<file path="src/c2e_pkg.sv">
`timescale 1ns / 1ps
`default_nettype none

package c2e_pkg;

  // default build of the core
  localparam int FracBits     = 8;
  localparam int CordicStages = 16;
  localparam int MaxSize      = 8192;

  // field and register widths
  localparam int CfgW   = 14;
  localparam int PixW   = 13;
  localparam int FaceW  = 3;
  localparam int CoordW = 21;

  // fixed-point formats
  localparam int QFrac     = 24;          // direction components, Q24
  localparam int NormW     = QFrac + 1;   // normalized pixel 0..1 in Q24
  localparam int DirW      = 28;          // signed direction / cordic magnitude
  localparam int AngFrac   = 30;          // angles, Q30
  localparam int AngW      = 34;          // signed angle, holds up to 1.5 pi
  localparam int ScaleW    = 30;          // signed angle-to-coordinate scale
  localparam int AngProdW  = AngW + ScaleW;
  localparam int TW        = 31;          // unsigned scaled angle plus half

  localparam logic signed [DirW-1:0] OneQ24      = DirW'(1) << QFrac;
  localparam logic signed [AngW-1:0] PiQ30       = 34'sd3373259426;
  localparam logic signed [AngW-1:0] HalfQ30     = 34'sd536870912;
  localparam logic signed [30:0]     InvGainQ30  = 31'sd652032874;
  localparam logic signed [ScaleW-1:0] LonScaleQ30 = 30'sd170832324;
  localparam logic signed [ScaleW-1:0] LatScaleQ30 = 30'sd341772023;

  // register indexes of the configuration port
  typedef enum logic [1:0] {
    CFG_FACE_W = 2'd0,
    CFG_FACE_H = 2'd1,
    CFG_SRC_W  = 2'd2,
    CFG_SRC_H  = 2'd3
  } cfg_idx_e;

  // cube faces
  typedef enum logic [FaceW-1:0] {
    FACE_PX = 3'd0,
    FACE_NX = 3'd1,
    FACE_PY = 3'd2,
    FACE_NY = 3'd3,
    FACE_PZ = 3'd4,
    FACE_NZ = 3'd5
  } face_e;

  // sideband of the longitude pass
  typedef struct packed {
    logic signed [DirW-1:0] y;
    logic signed [AngW-1:0] base;
    logic                   zero;
    logic                   bad;
  } lon_sb_t;

  // sideband of the latitude pass
  typedef struct packed {
    logic signed [AngW-1:0] lon;
    logic                   bad;
  } lat_sb_t;

  // arctangent of 2^-i in Q30
  function automatic logic [31:0] c2e_atan(input int i);
    case (i)
      0:  return 32'h3243F6A8;
      1:  return 32'h1DAC6705;
      2:  return 32'h0FADBAFC;
      3:  return 32'h07F56EA6;
      4:  return 32'h03FEAB76;
      5:  return 32'h01FFD55B;
      6:  return 32'h00FFFAAA;
      7:  return 32'h007FFF55;
      8:  return 32'h003FFFEA;
      9:  return 32'h001FFFFD;
      10: return 32'h000FFFFF;
      11: return 32'h0007FFFF;
      12: return 32'h0003FFFF;
      13: return 32'h0001FFFF;
      14: return 32'h0000FFFF;
      15: return 32'h00007FFF;
      16: return 32'h00003FFF;
      17: return 32'h00001FFF;
      18: return 32'h00000FFF;
      19: return 32'h000007FF;
      20: return 32'h000003FF;
      21: return 32'h000001FF;
      22: return 32'h000000FF;
      23: return 32'h0000007F;
      default: return 32'h0;
    endcase
  endfunction

endpackage

`default_nettype wire

</file>
<file path="src/c2e_cordic.sv">
`timescale 1ns / 1ps
`default_nettype none

module c2e_cordic
  import c2e_pkg::*;
#(
  parameter int Stages = CordicStages,
  parameter int SbW    = 1
) (
  input  logic                   clk_i,
  input  logic                   rst_ni,
  input  logic                   en_i,
  input  logic                   valid_i,
  input  logic signed [DirW-1:0] x_i,
  input  logic signed [DirW-1:0] y_i,
  input  logic [SbW-1:0]         sb_i,
  output logic                   valid_o,
  output logic signed [DirW-1:0] x_o,
  output logic signed [AngW-1:0] ang_o,
  output logic [SbW-1:0]         sb_o
);

  logic signed [DirW-1:0] x_q   [0:Stages-1];
  logic signed [DirW-1:0] y_q   [0:Stages-1];
  logic signed [AngW-1:0] a_q   [0:Stages-1];
  logic                   vld_q [0:Stages-1];
  logic [SbW-1:0]         sb_q  [0:Stages-1];

  // one micro-rotation per stage, driving y toward zero
  for (genvar i = 0; i < Stages; i++) begin : g_stage
    logic signed [DirW-1:0] cur_x, cur_y, xs, ys;
    logic signed [AngW-1:0] cur_a, at;
    logic                   cur_v;
    logic [SbW-1:0]         cur_sb;
    logic                   pos;

    if (i == 0) begin : g_first
      assign cur_x  = x_i;
      assign cur_y  = y_i;
      assign cur_a  = '0;
      assign cur_v  = valid_i;
      assign cur_sb = sb_i;
    end else begin : g_next
      assign cur_x  = x_q[i-1];
      assign cur_y  = y_q[i-1];
      assign cur_a  = a_q[i-1];
      assign cur_v  = vld_q[i-1];
      assign cur_sb = sb_q[i-1];
    end

    assign xs  = cur_x >>> i;
    assign ys  = cur_y >>> i;
    assign at  = AngW'(c2e_atan(i));
    assign pos = cur_y > 0;

    always_ff @(posedge clk_i or negedge rst_ni) begin
      if (!rst_ni) begin
        vld_q[i] <= 1'b0;
      end else if (en_i) begin
        vld_q[i] <= cur_v;
      end
    end

    always_ff @(posedge clk_i) begin
      if (en_i) begin
        x_q[i]  <= pos ? (cur_x + ys) : (cur_x - ys);
        y_q[i]  <= pos ? (cur_y - xs) : (cur_y + xs);
        a_q[i]  <= pos ? (cur_a + at) : (cur_a - at);
        sb_q[i] <= cur_sb;
      end
    end
  end

  assign valid_o = vld_q[Stages-1];
  assign x_o     = x_q[Stages-1];
  assign ang_o   = a_q[Stages-1];
  assign sb_o    = sb_q[Stages-1];

endmodule

`default_nettype wire

</file>
<file path="config.mk">
export PLATFORM = sky130hd
export DESIGN_NAME = c2e_cordic
export DESIGN_NICKNAME = d
export VERILOG_FILES = /design/src/c2e_pkg.sv /design/src/c2e_cordic.sv
export SDC_FILE = /design/constraint.sdc
export NUM_CORES = 2
export LEC_CHECK = 0
export BUFFER_PORTS_ARGS = -buffer_cell sky130_fd_sc_hd__buf_2
export CAP_MARGIN = 20
export CORE_MARGIN = 1.5
export CORE_UTILIZATION = 40
export CTS_CLUSTER_SIZE = 40
export DETAILED_ROUTE_END_ITERATION = 16
export SLEW_MARGIN = 20
export SYNTH_ARGS = -nofsm -noshare
export SYNTH_HDL_FRONTEND = slang
export SYNTH_SLANG_ARGS = --single-unit
export TNS_END_PERCENT = 5
</file>
<file path="constraint.sdc">
create_clock -name clk_i -period 8.6 [get_ports clk_i]
set_input_delay 0.86 -clock clk_i [delete_from_list [all_inputs] [get_ports clk_i]]
set_output_delay 0.86 -clock clk_i [all_outputs]
set_load 0.01 [all_outputs]
</file>
==> impl_results.md <==
- Number of vias per cell: 5.524
- Slew margin rel.: 26.19%
- Register area share after synthesis: 35.68%
- RSZ-0062 raised after global routing: false
- Fillers: 27,950
- Dpl ws: 1.899 ns
- Most used cell, CP: o21ai_0
- Critical Path Fanout Max: 45
- Layout Utilization: 44.02%
- Port bufs: 123
- CTS Sinks: 1,395
- CORE AREA: 291,100 sq um
- HPWL Detailed: 230.7 mm
- Number of synthesized register bits: 1,395
- Synth warnings: 0
- Most area-hungry cell type in the Yosys netlist: edfxtp_1
- Share of layout cells above drive strength 1: 4.813%
- Pin count of the biggest net entering global routing: 187
- Max cap viols: 0
- Synthesized netlist cell count: 12,180
- Most common cell after layout, fill and taps aside: edfxtp_1
- Worst skew pair latency: 0.87 ns
- CTS H-tree depth: 4
- Clock skew: 0.09030 ns
- Root buffer cell: clkbuf_16
- Setup Fix Bufs, Post-CTS: 0
- Main flop type after synthesis: edfxtp_1
- Syn Area/Cell: 9.624 sq um
- DRC errors left: 0
- Clock Tree Buf Depth: 4
- Crit path largest cell delay: 0.59 ns
- Fin Setup TNS: 0 ns
- Die extent in x: 544.3 um
- HP Class: in2reg
- Synth Cell Area: 117,200 sq um
- GPL Wtd Cong: 0.9130
- Critical path endpoint category: register
- First-pass GRT wire length: 465.7 mm
- Commonest cells after routing, fill and taps aside: edfxtp_1, ha_1, a21oi_1
- Fmax: 0.1451 GHz
- Grt total ovfl: 0
- Layout Area Growth over Synthesis: 9.359%
- Routed wire length: 292.0 mm
- # rows: 198
- Final hold vios: 0
- Fin nets: 13,790
- Final WS setup: 1.706 ns
- EDFF count, synth: 1,379
- Netlist cell types: 93
- CP cell instances: nor3_1 > nand2b_1 > nor4_1 > nand3b_1 > nor2_1 > nand4_1 > nor2b_4 > buf_4 > inv_2 > mux2i_1 > fa_1 > a21o_1 > a221oi_1 > a21oi_1 > and3_1 > o22ai_1 > o21ai_0 > a2111o_1 > o21ai_0 > o31ai_1 > xor2_1
- Vias in the first global route: 87,130
- Die Span Y: 544.3 um
- Top post-synthesis cells by area: edfxtp_1, ha_1, xnor2_1
- Initial Util: 40.26%
- CP arrival: 7.43 ns
- Clock tree from TritonCTS: done
- Startpoint types: register
- I/O pin count: 125
- Routed wire length per instance: 17.84 um
- DR iter-0 viols: 5,674
- Final ANT Viol Nets: 0
- Crit Path Category: reg2reg
- Pins Over Slew Limit: 0
- Syn nets: 13,630
- Share of Yosys cell area claimed by the top area cell type: 35.34%
- Worst EP required: 9.14 ns
- Antenna violations before repair: 7
- Final hold slack: 0.1916 ns
- Worst path slowest cell: inv_2
- CTS clk-pin slew, worst paths: 0.06 ns
- Outcome: completed
- Number of buffers inserted during clock tree synthesis: 174
- Period utilization: 80.16%
- Worst slew pin tran: 1.092 ns
- TritonRoute pass-1 iters: 6
- Die area: 296,200 sq um
- GRT Overall Usage: 19.18%
- Vias: 90,440
- Final setup fails: 0
- Minimum clock period: 6.894 ns
- Ys async rst share: 1.147%
kinds of logic (layout without fill, tap and decap cells):
kind of cell             Yosys count  after routing  synth area share [%]
AO/OA/AOI/OAI                   3876           3876                 21.00
AND/OR/NAND/NOR                 3082           3082                 12.83
XOR/XNOR                        1690           1690                 12.64
flip-flops                      1395           1395                 35.68
adder cells (fa/ha/maj)         1393           1393                 15.14
buffers and inverters            682            972                 2.198
multiplexers                      57             57                0.5168
other                              1              6              0.003200
cells in the mapped netlist, types with 21 or more instances:
library cell  number
edfxtp_1        1379
ha_1            1352
a21oi_1         1214
xnor2_1         1162
nor2_1           877
o21ai_0          781
nand2_1          709
a21o_1           602
xor2_1           527
inv_1            473
nor3_1           231
nand3_1          226
o21a_1           202
nand2b_1         195
nor2b_1          186
o21bai_1         181
clkbuf_1         178
o31ai_1          160
a211oi_1         110
nand4_1          101
and3_1           100
a31oi_1           98
nor4_1            93
or3_1             88
and2_1            67
o41ai_1           65
o211ai_1          62
or4_1             60
or2_2             48
fa_1              41
a31o_2            39
o31a_1            34
a21boi_0          31
mux2i_1           29
a221oi_1          28
mux2_2            28
a211o_1           27
and4_1            26
nand3b_1          24
a221o_1           23
a2111oi_0         22
a41oi_1           21
o22ai_1           21
sequential cells by signal, indices dropped and copies added, names as in the netlist:
name,count
a_q,496
g_stage.cur_v,15
sb_q,16
valid_o,1
x_q,447
y_q,420
metal layers:
| metal | up-vias | share of wire (%) | routed length, um | track usage (%) |
|---|---|---|---|---|
| li1 | 45850 | - | - | - |
| met1 | 42410 | 44 | 128700 | 23.73 |
| met2 | 1668 | 49 | 141900 | 34.20 |
| met3 | 516 | 3.6 | 10590 | 1.936 |
| met4 | 0 | 3.7 | 10880 | 7.253 |
| met5 | - | 0 | 0 | 0 |
final cells by class:
class                   instances  area, sq um  area share, %
multi-input cells           10100        72950          56.92
clock buffers                 207         4563          3.561
clock inverters               103        978.4         0.7635
well taps                    3900         4880          3.808
diodes                          5        12.51       0.009763
inverters                     483         1818          1.419
repair buffers                179         1141         0.8904
flip-flops and latches       1395        41810          32.63
critical path, delay by kind of cell (launching register included):
family                     cells  cell delay, ns
DFF                            1            0.48
xor gates and xnor gates       1            0.15
muxes                          1            0.25
adders and majority gates      1            0.44
and+or+nand+nor                8            2.23
AOI/OAI and AO/OA              8            2.10
buffers and inverters          2            0.87
repair_timing:
item                                   4_1_cts  5_1_grt
hold buffers                                 1        0
resized for setup                            0        0
endpoints found under the hold margin       16        0
final timing paths:
path / startpoint / end / slack [ns] / cells past startpoint
max: y_q[1][14] / x_q[9][26] / 1.71 / 21
min: sb_i / sb_q[0] / 0.19 / 1
max reg2reg: y_q[1][14] / x_q[9][26] / 1.71 / 21
min reg2reg: sb_q[12] / sb_q[13] / 0.42 / 0
max in group asynchronous: rst_ni / g_stage[15].cur_v / 7.83 / 2
min in group asynchronous: rst_ni / g_stage[1].cur_v / 0.51 / 2
per-stage QoR:
step / cell area (sq um) / instances
CTS: 128100 / 16370
global placement: 122600 / 16060
detailed placement: 122600 / 16060
finish: 128200 / 16370
global route: 128100 / 16370
floorplan: 117200 / 12180
Power is left out: the tool's default activity adds up to more than one toggle a clock period on the data nets, which glitch-free logic cannot reach.
