[src/c2e_pkg.sv]
`timescale 1ns / 1ps
`default_nettype none

package c2e_pkg;

  // default build of the core
  localparam int FracBits     = 8;
  localparam int CordicStages = 16;
  localparam int MaxSize      = 8192;

  // field and register widths
  localparam int CfgW   = 14;
  localparam int PixW   = 13;
  localparam int FaceW  = 3;
  localparam int CoordW = 21;

  // fixed-point formats
  localparam int QFrac     = 24;          // direction components, Q24
  localparam int NormW     = QFrac + 1;   // normalized pixel 0..1 in Q24
  localparam int DirW      = 28;          // signed direction / cordic magnitude
  localparam int AngFrac   = 30;          // angles, Q30
  localparam int AngW      = 34;          // signed angle, holds up to 1.5 pi
  localparam int ScaleW    = 30;          // signed angle-to-coordinate scale
  localparam int AngProdW  = AngW + ScaleW;
  localparam int TW        = 31;          // unsigned scaled angle plus half

  localparam logic signed [DirW-1:0] OneQ24      = DirW'(1) << QFrac;
  localparam logic signed [AngW-1:0] PiQ30       = 34'sd3373259426;
  localparam logic signed [AngW-1:0] HalfQ30     = 34'sd536870912;
  localparam logic signed [30:0]     InvGainQ30  = 31'sd652032874;
  localparam logic signed [ScaleW-1:0] LonScaleQ30 = 30'sd170832324;
  localparam logic signed [ScaleW-1:0] LatScaleQ30 = 30'sd341772023;

  // register indexes of the configuration port
  typedef enum logic [1:0] {
    CFG_FACE_W = 2'd0,
    CFG_FACE_H = 2'd1,
    CFG_SRC_W  = 2'd2,
    CFG_SRC_H  = 2'd3
  } cfg_idx_e;

  // cube faces
  typedef enum logic [FaceW-1:0] {
    FACE_PX = 3'd0,
    FACE_NX = 3'd1,
    FACE_PY = 3'd2,
    FACE_NY = 3'd3,
    FACE_PZ = 3'd4,
    FACE_NZ = 3'd5
  } face_e;

  // sideband of the longitude pass
  typedef struct packed {
    logic signed [DirW-1:0] y;
    logic signed [AngW-1:0] base;
    logic                   zero;
    logic                   bad;
  } lon_sb_t;

  // sideband of the latitude pass
  typedef struct packed {
    logic signed [AngW-1:0] lon;
    logic                   bad;
  } lat_sb_t;

  // arctangent of 2^-i in Q30
  function automatic logic [31:0] c2e_atan(input int i);
    case (i)
      0:  return 32'h3243F6A8;
      1:  return 32'h1DAC6705;
      2:  return 32'h0FADBAFC;
      3:  return 32'h07F56EA6;
      4:  return 32'h03FEAB76;
      5:  return 32'h01FFD55B;
      6:  return 32'h00FFFAAA;
      7:  return 32'h007FFF55;
      8:  return 32'h003FFFEA;
      9:  return 32'h001FFFFD;
      10: return 32'h000FFFFF;
      11: return 32'h0007FFFF;
      12: return 32'h0003FFFF;
      13: return 32'h0001FFFF;
      14: return 32'h0000FFFF;
      15: return 32'h00007FFF;
      16: return 32'h00003FFF;
      17: return 32'h00001FFF;
      18: return 32'h00000FFF;
      19: return 32'h000007FF;
      20: return 32'h000003FF;
      21: return 32'h000001FF;
      22: return 32'h000000FF;
      23: return 32'h0000007F;
      default: return 32'h0;
    endcase
  endfunction

endpackage

`default_nettype wire

[src/c2e_div.sv]
`timescale 1ns / 1ps
`default_nettype none

module c2e_div
  import c2e_pkg::*;
#(
  parameter int DivW = 15,
  parameter int SbW  = 3
) (
  input  logic              clk_i,
  input  logic              rst_ni,
  input  logic              en_i,
  input  logic              valid_i,
  input  logic [PixW-1:0]   pix_i,
  input  logic [DivW-1:0]   div_i,
  input  logic [SbW-1:0]    sb_i,
  output logic              valid_o,
  output logic [NormW-1:0]  quo_o,
  output logic [SbW-1:0]    sb_o
);

  localparam int NumW = PixW + 1 + QFrac;
  localparam int RemW = DivW + QFrac;
  localparam int CmpW = (NumW > RemW) ? NumW : RemW;

  logic [NumW-1:0] num;
  logic [CmpW-1:0] num_ext;
  logic [CmpW-1:0] lim_ext;
  logic            sat;

  logic [RemW-1:0]  rem_q [0:QFrac];
  logic [QFrac-1:0] quo_q [0:QFrac];
  logic             sat_q [0:QFrac];
  logic             vld_q [0:QFrac];
  logic [SbW-1:0]   sb_q  [0:QFrac];

  // numerator 2*p in Q24, saturate when the quotient reaches one
  assign num     = {pix_i, 1'b0, {QFrac{1'b0}}};
  assign num_ext = CmpW'(num);
  assign lim_ext = CmpW'({div_i, {QFrac{1'b0}}});
  assign sat     = num_ext >= lim_ext;

  // entry stage
  always_ff @(posedge clk_i or negedge rst_ni) begin
    if (!rst_ni) begin
      vld_q[0] <= 1'b0;
    end else if (en_i) begin
      vld_q[0] <= valid_i;
    end
  end

  always_ff @(posedge clk_i) begin
    if (en_i) begin
      rem_q[0] <= RemW'(num);
      quo_q[0] <= '0;
      sat_q[0] <= sat;
      sb_q[0]  <= sb_i;
    end
  end

  // one quotient bit per stage, msb first
  for (genvar j = 1; j <= QFrac; j++) begin : g_bit
    localparam int K = QFrac - j;
    logic [RemW-1:0] trial;
    logic            ge;

    assign trial = RemW'(div_i) << K;
    assign ge    = rem_q[j-1] >= trial;

    always_ff @(posedge clk_i or negedge rst_ni) begin
      if (!rst_ni) begin
        vld_q[j] <= 1'b0;
      end else if (en_i) begin
        vld_q[j] <= vld_q[j-1];
      end
    end

    always_ff @(posedge clk_i) begin
      if (en_i) begin
        rem_q[j] <= ge ? (rem_q[j-1] - trial) : rem_q[j-1];
        quo_q[j] <= quo_q[j-1] | (QFrac'(ge) << K);
        sat_q[j] <= sat_q[j-1];
        sb_q[j]  <= sb_q[j-1];
      end
    end
  end

  assign valid_o = vld_q[QFrac];
  assign quo_o   = sat_q[QFrac] ? {1'b1, {QFrac{1'b0}}} : {1'b0, quo_q[QFrac]};
  assign sb_o    = sb_q[QFrac];

endmodule

`default_nettype wire

[config.mk]
export PLATFORM = sky130hd
export DESIGN_NAME = c2e_div
export DESIGN_NICKNAME = d
export VERILOG_FILES = /design/src/c2e_pkg.sv /design/src/c2e_div.sv
export SDC_FILE = /design/constraint.sdc
export NUM_CORES = 2
export LEC_CHECK = 0
export ABC_AREA = 1
export BUFFER_PORTS_ARGS = -buffer_cell sky130_fd_sc_hd__clkbuf_2
export CELL_PAD_IN_SITES_DETAIL_PLACEMENT = 1
export CELL_PAD_IN_SITES_GLOBAL_PLACEMENT = 2
export CORE_MARGIN = 10
export CORE_UTILIZATION = 40
export CTS_BUF_LIST = sky130_fd_sc_hd__clkbuf_16
export DETAILED_ROUTE_END_ITERATION = 16
export PLACE_DENSITY = 0.89
export SLEW_MARGIN = 20
export SYNTH_ARGS = -nofsm -noshare
export SYNTH_HDL_FRONTEND = slang
export SYNTH_SLANG_ARGS = --single-unit
[constraint.sdc]
create_clock -name clk_i -period 3 [get_ports clk_i]
set_input_delay 0.9 -clock clk_i [delete_from_list [all_inputs] [get_ports clk_i]]
set_output_delay 0.9 -clock clk_i [all_outputs]
set_load 0.005 [all_outputs]
==> results.json <==
{
  "vdd_drop_max_mv": 0.576,
  "fin_crit_ns": 2.87,
  "global_route.overflow_total": 0,
  "critPathMaxFanout": 19,
  "worstPathCellList": "buf_2 > buf_4 > buf_4 > fa_1 > inv_1 > nand2_1 > nand3_2 > nand2_1 > nand2_1 > nand2_1 > nand3_1 > nor2_2 > buf_4 > nand2_1 > o21ai_0",
  "drtIter0Drc": 3953,
  "gr-usage-all-layers": 0.262,
  "cp_slowest_cell": "buf_4",
  "finalClockSkew_ns": 0.0634,
  "clockBufferDepth": 3,
  "final-hold-violation-count": 0,
  "synth_seq_cells": 1059,
  "critPathMaxStageDelay_ns": 0.50,
  "met3_wire_length_um": 9470,
  "cts.reportedPaths.clkPinSlew_ns": 0.06,
  "synthMostInstantiatedCell": "nand2_1",
  "drcViolationCount": 0,
  "setup_viol": 0,
  "critical_path.reg2reg.endpoint": "rem_q[8][35]$_DFFE_PP_",
  "postSynth.asyncResetShare": 0.0236,
  "maxCapViolations": 0,
  "initial_utilization": 0.403,
  "grt_max_degree": 121,
  "place.detailed.hpwl_um": 199000,
  "grt_antenna_before_repair": 2,
  "synth-main-ff-cell": "edfxtp_1",
  "power.density_nw_per_um2": 848,
  "detailed_router_iteration_count_before_antenna_repair": 5,
  "timing.max_slew.rel_slack": 0.507,
  "reg2regPathDepth": 13,
  "synth_area_leader_cell": "edfxtp_1",
  "setup_slack_ns": 0.132,
  "post-layout-total-power_mw": 74.2,
  "met2_wire_length_um": 122000,
  "syn-num-nets": 8999,
  "layout_cell_share_with_drive_strength_beyond_1": 0.184,
  "synth.distinct_cells": 56,
  "static-leakage-power_nw": 40.0,
  "ff2ff_setup_slack_ns": 0.40,
  "finalCritPeriodShare": 0.956,
  "pins_over_their_slew_limit": 0,
  "routed-via-count": 65300,
  "outcome": "complete, no violations",
  "worst_setup_path_end_kind": "flop",
  "timing_worst_slew_pin_value_ns": 0.740,
  "grt_pass1_vias": 69600,
  "critical_path_arrival_ns": 3.45,
  "min_path_type": "in -> async",
  "critical-path-top-delay-family": "buffers and inverters",
  "placementRows": 151,
  "cp.required_ns": 3.59,
  "critPathLaunchType": "input port",
  "post_synth_most_frequent_cells": "2,772 x nand2_1, 1,052 x inv_1, 1,034 x edfxtp_1",
  "synth_top_cells_by_area": "edfxtp_1 45%, nand2_1 15%, ha_1 6.8%, inv_1 5.8%, nor2_1 5.0%",
  "ys_seq_area_frac": 0.463,
  "cts_made_buffers": 121,
  "portBuffers": 63,
  "avgViaCountPerCell": 5.23,
  "layout.nets": 10600,
  "critical_path.most_common_cell": "nand2_1",
  "std_cell_core_area_um2": 170000,
  "chipWidth_um": 434,
  "setup_repair_after_global_routing_missed_its_margin": "false",
  "tritoncts_clock_tree": "done",
  "routed_wire_length_per_instance_um": 20.1,
  "yosysWarningCount": 0,
  "areaGrowthSynthToFinish_pct": 27.8,
  "first_pass_grt_wire_length_um": 390000,
  "ctsRootBufferMaster": "clkbuf_16",
  "num_io_pins": 64,
  "cell_count_after_synthesis": 8571,
  "clk_latency_ns": 0.83,
  "synth_area_per_inst_um2": 7.99,
  "final_antenna_net_count": 0,
  "gpl.final_weighted_congestion": 0.933,
  "cts-htree-levels": 3,
  "setup.worst_path.class": "in -> reg",
  "drt-total-wl_um": 251000,
  "dieArea_um2": 188000,
  "routed.top_layer": "met4",
  "synth_area_um2": 68500,
  "synth_edf_count": 1034,
  "yosys.area.top_type_share": 0.454,
  "ctsResizeCount": 0,
  "path_buf_inv": 5,
  "detail_route.wirelength.met1_um": 110000,
  "achievable_clock_frequency_mhz": 349,
  "post-place-ws_ns": -0.494,
  "tritoncts_num_sinks": 1059,
  "height_of_the_die_um": 434,
  "worst_r2r_startpoint": "rem_q[7][28]$_DFFE_PP_"
}
## sequential cells by signal, summed over array words and instances, names as in the netlist
name and count:
vld_q 24, sat_q 25, quo_q 300, sb_q 75, rem_q 634, valid_o 1
## per-layer routing
| metal | track usage | up-vias |
|---|---|---|
| met5 | 0 | - |
| met1 | 0.332 | 31900 |
| li1 | - | 31700 |
| met2 | 0.461 | 1293 |
| met4 | 0.0972 | 0 |
| met3 | 0.0270 | 496 |
## worst max-delay path by stage
stage / startpoint / to / depth (start not counted)
after global routing: div_i[1] / rem_q[23][3]$_DFFE_PP_ / 15
after detailed placement: div_i[1] / rem_q[23][37]$_DFFE_PP_ / 15
after CTS: sat_q[1][8]$_DFFE_PP_ / quo_o[8] / 3
after global placement: div_i[1] / rem_q[16][22]$_DFFE_PP_ / 14
final: div_i[1] / rem_q[23][3]$_DFFE_PP_ / 15
after floorplan: div_i[1] / rem_q[16][26]$_DFFE_PP_ / 11
## where the power goes
part | internal, mW | switching (mW) | leakage [nW]
combinational | 15.5 | 20.0 | 27.8
sequential | 20.7 | 3.06 | 10.2
clock | 8.24 | 6.70 | 2.03
total | 44.5 | 29.7 | 40.0
## cell type report
type	count	area, um^2
fillers	20700	82400
multi-input cells	6358	32500
well taps	2218	2780
diodes	1	2.50
clock inverters	103	883
flip-flops and latches	1059	31700
repair buffers	1573	12500
inverters	1065	4070
clock buffers	124	3100
## per-stage QoR
step	util	cell area, um^2	hold slack, ns	setup TNS (ns)	instances
finish	0.515	87500	0.0952	0	12500
detailed placement	0.491	83500	0.406	-203.65	12300
CTS	0.515	87500	0.0487	0	12500
global route	0.515	87500	0.115	0	12500
floorplan	-	68900	0.400	-13.93	8571
global placement	0.491	83500	0.400	-164.98	12300
## worst reg2reg max path: stages (launching register included)
cell and delay, ns:
edfxtp_1 0.47, ha_1 0.45, nand2_1 0.09, inv_1 0.09, nand2_1 0.10, nor3_1 0.28, nand2_1 0.12, nand2_1 0.12
inv_1 0.08, nor2_1 0.20, buf_4 0.17, nand2_1 0.06, nand2_1 0.05, nand2_1 0.08
## logic make-up after synthesis
family / count (synthesis) / synth area share
flops: 1059 / 0.463
fa+ha+maj: 393 / 0.0742
compound gates: 990 / 0.0766
simple gates: 4690 / 0.284
mux: 3 / 0.000493
buf+inv: 1154 / 0.0664
xor+xnor: 282 / 0.0361
## repair_timing
action                     4_1_cts  5_1_grt
setup endpoints to repair        9        0
buffers inserted                 1        0
hold buffers                     0        0
## cells in the final DEF (no fill, tap or decap), types with 6 or more instances in the layout
cell / n
nand2_1: 2769
ha_1: 366
a21boi_0: 9
nand3_1: 559
o21ai_1: 27
o21a_1: 8
nor2_1: 910
nor2_2: 6
nand3b_1: 58
clkbuf_16: 124
clkinv_1: 20
a21o_1: 26
a21oi_1: 514
nand4_1: 161
nand2_2: 16
clkbuf_2: 60
inv_1: 1066
buf_12: 66
nor3b_1: 6
fa_1: 19
clkinv_2: 16
o21ai_0: 329
xor2_1: 135
bufinv_16: 8
buf_4: 1445
a21oi_2: 31
dfrtp_1: 25
nor4_1: 6
edfxtp_1: 1034
clkinv_4: 6
xnor2_1: 147
and2_1: 15
nand3_2: 17
o21bai_1: 26
clkinv_16: 6
clkinvlp_4: 24
inv_2: 11
or2_2: 9
nor3_1: 134
No activity file was read; power rests on OpenSTA's default activity.
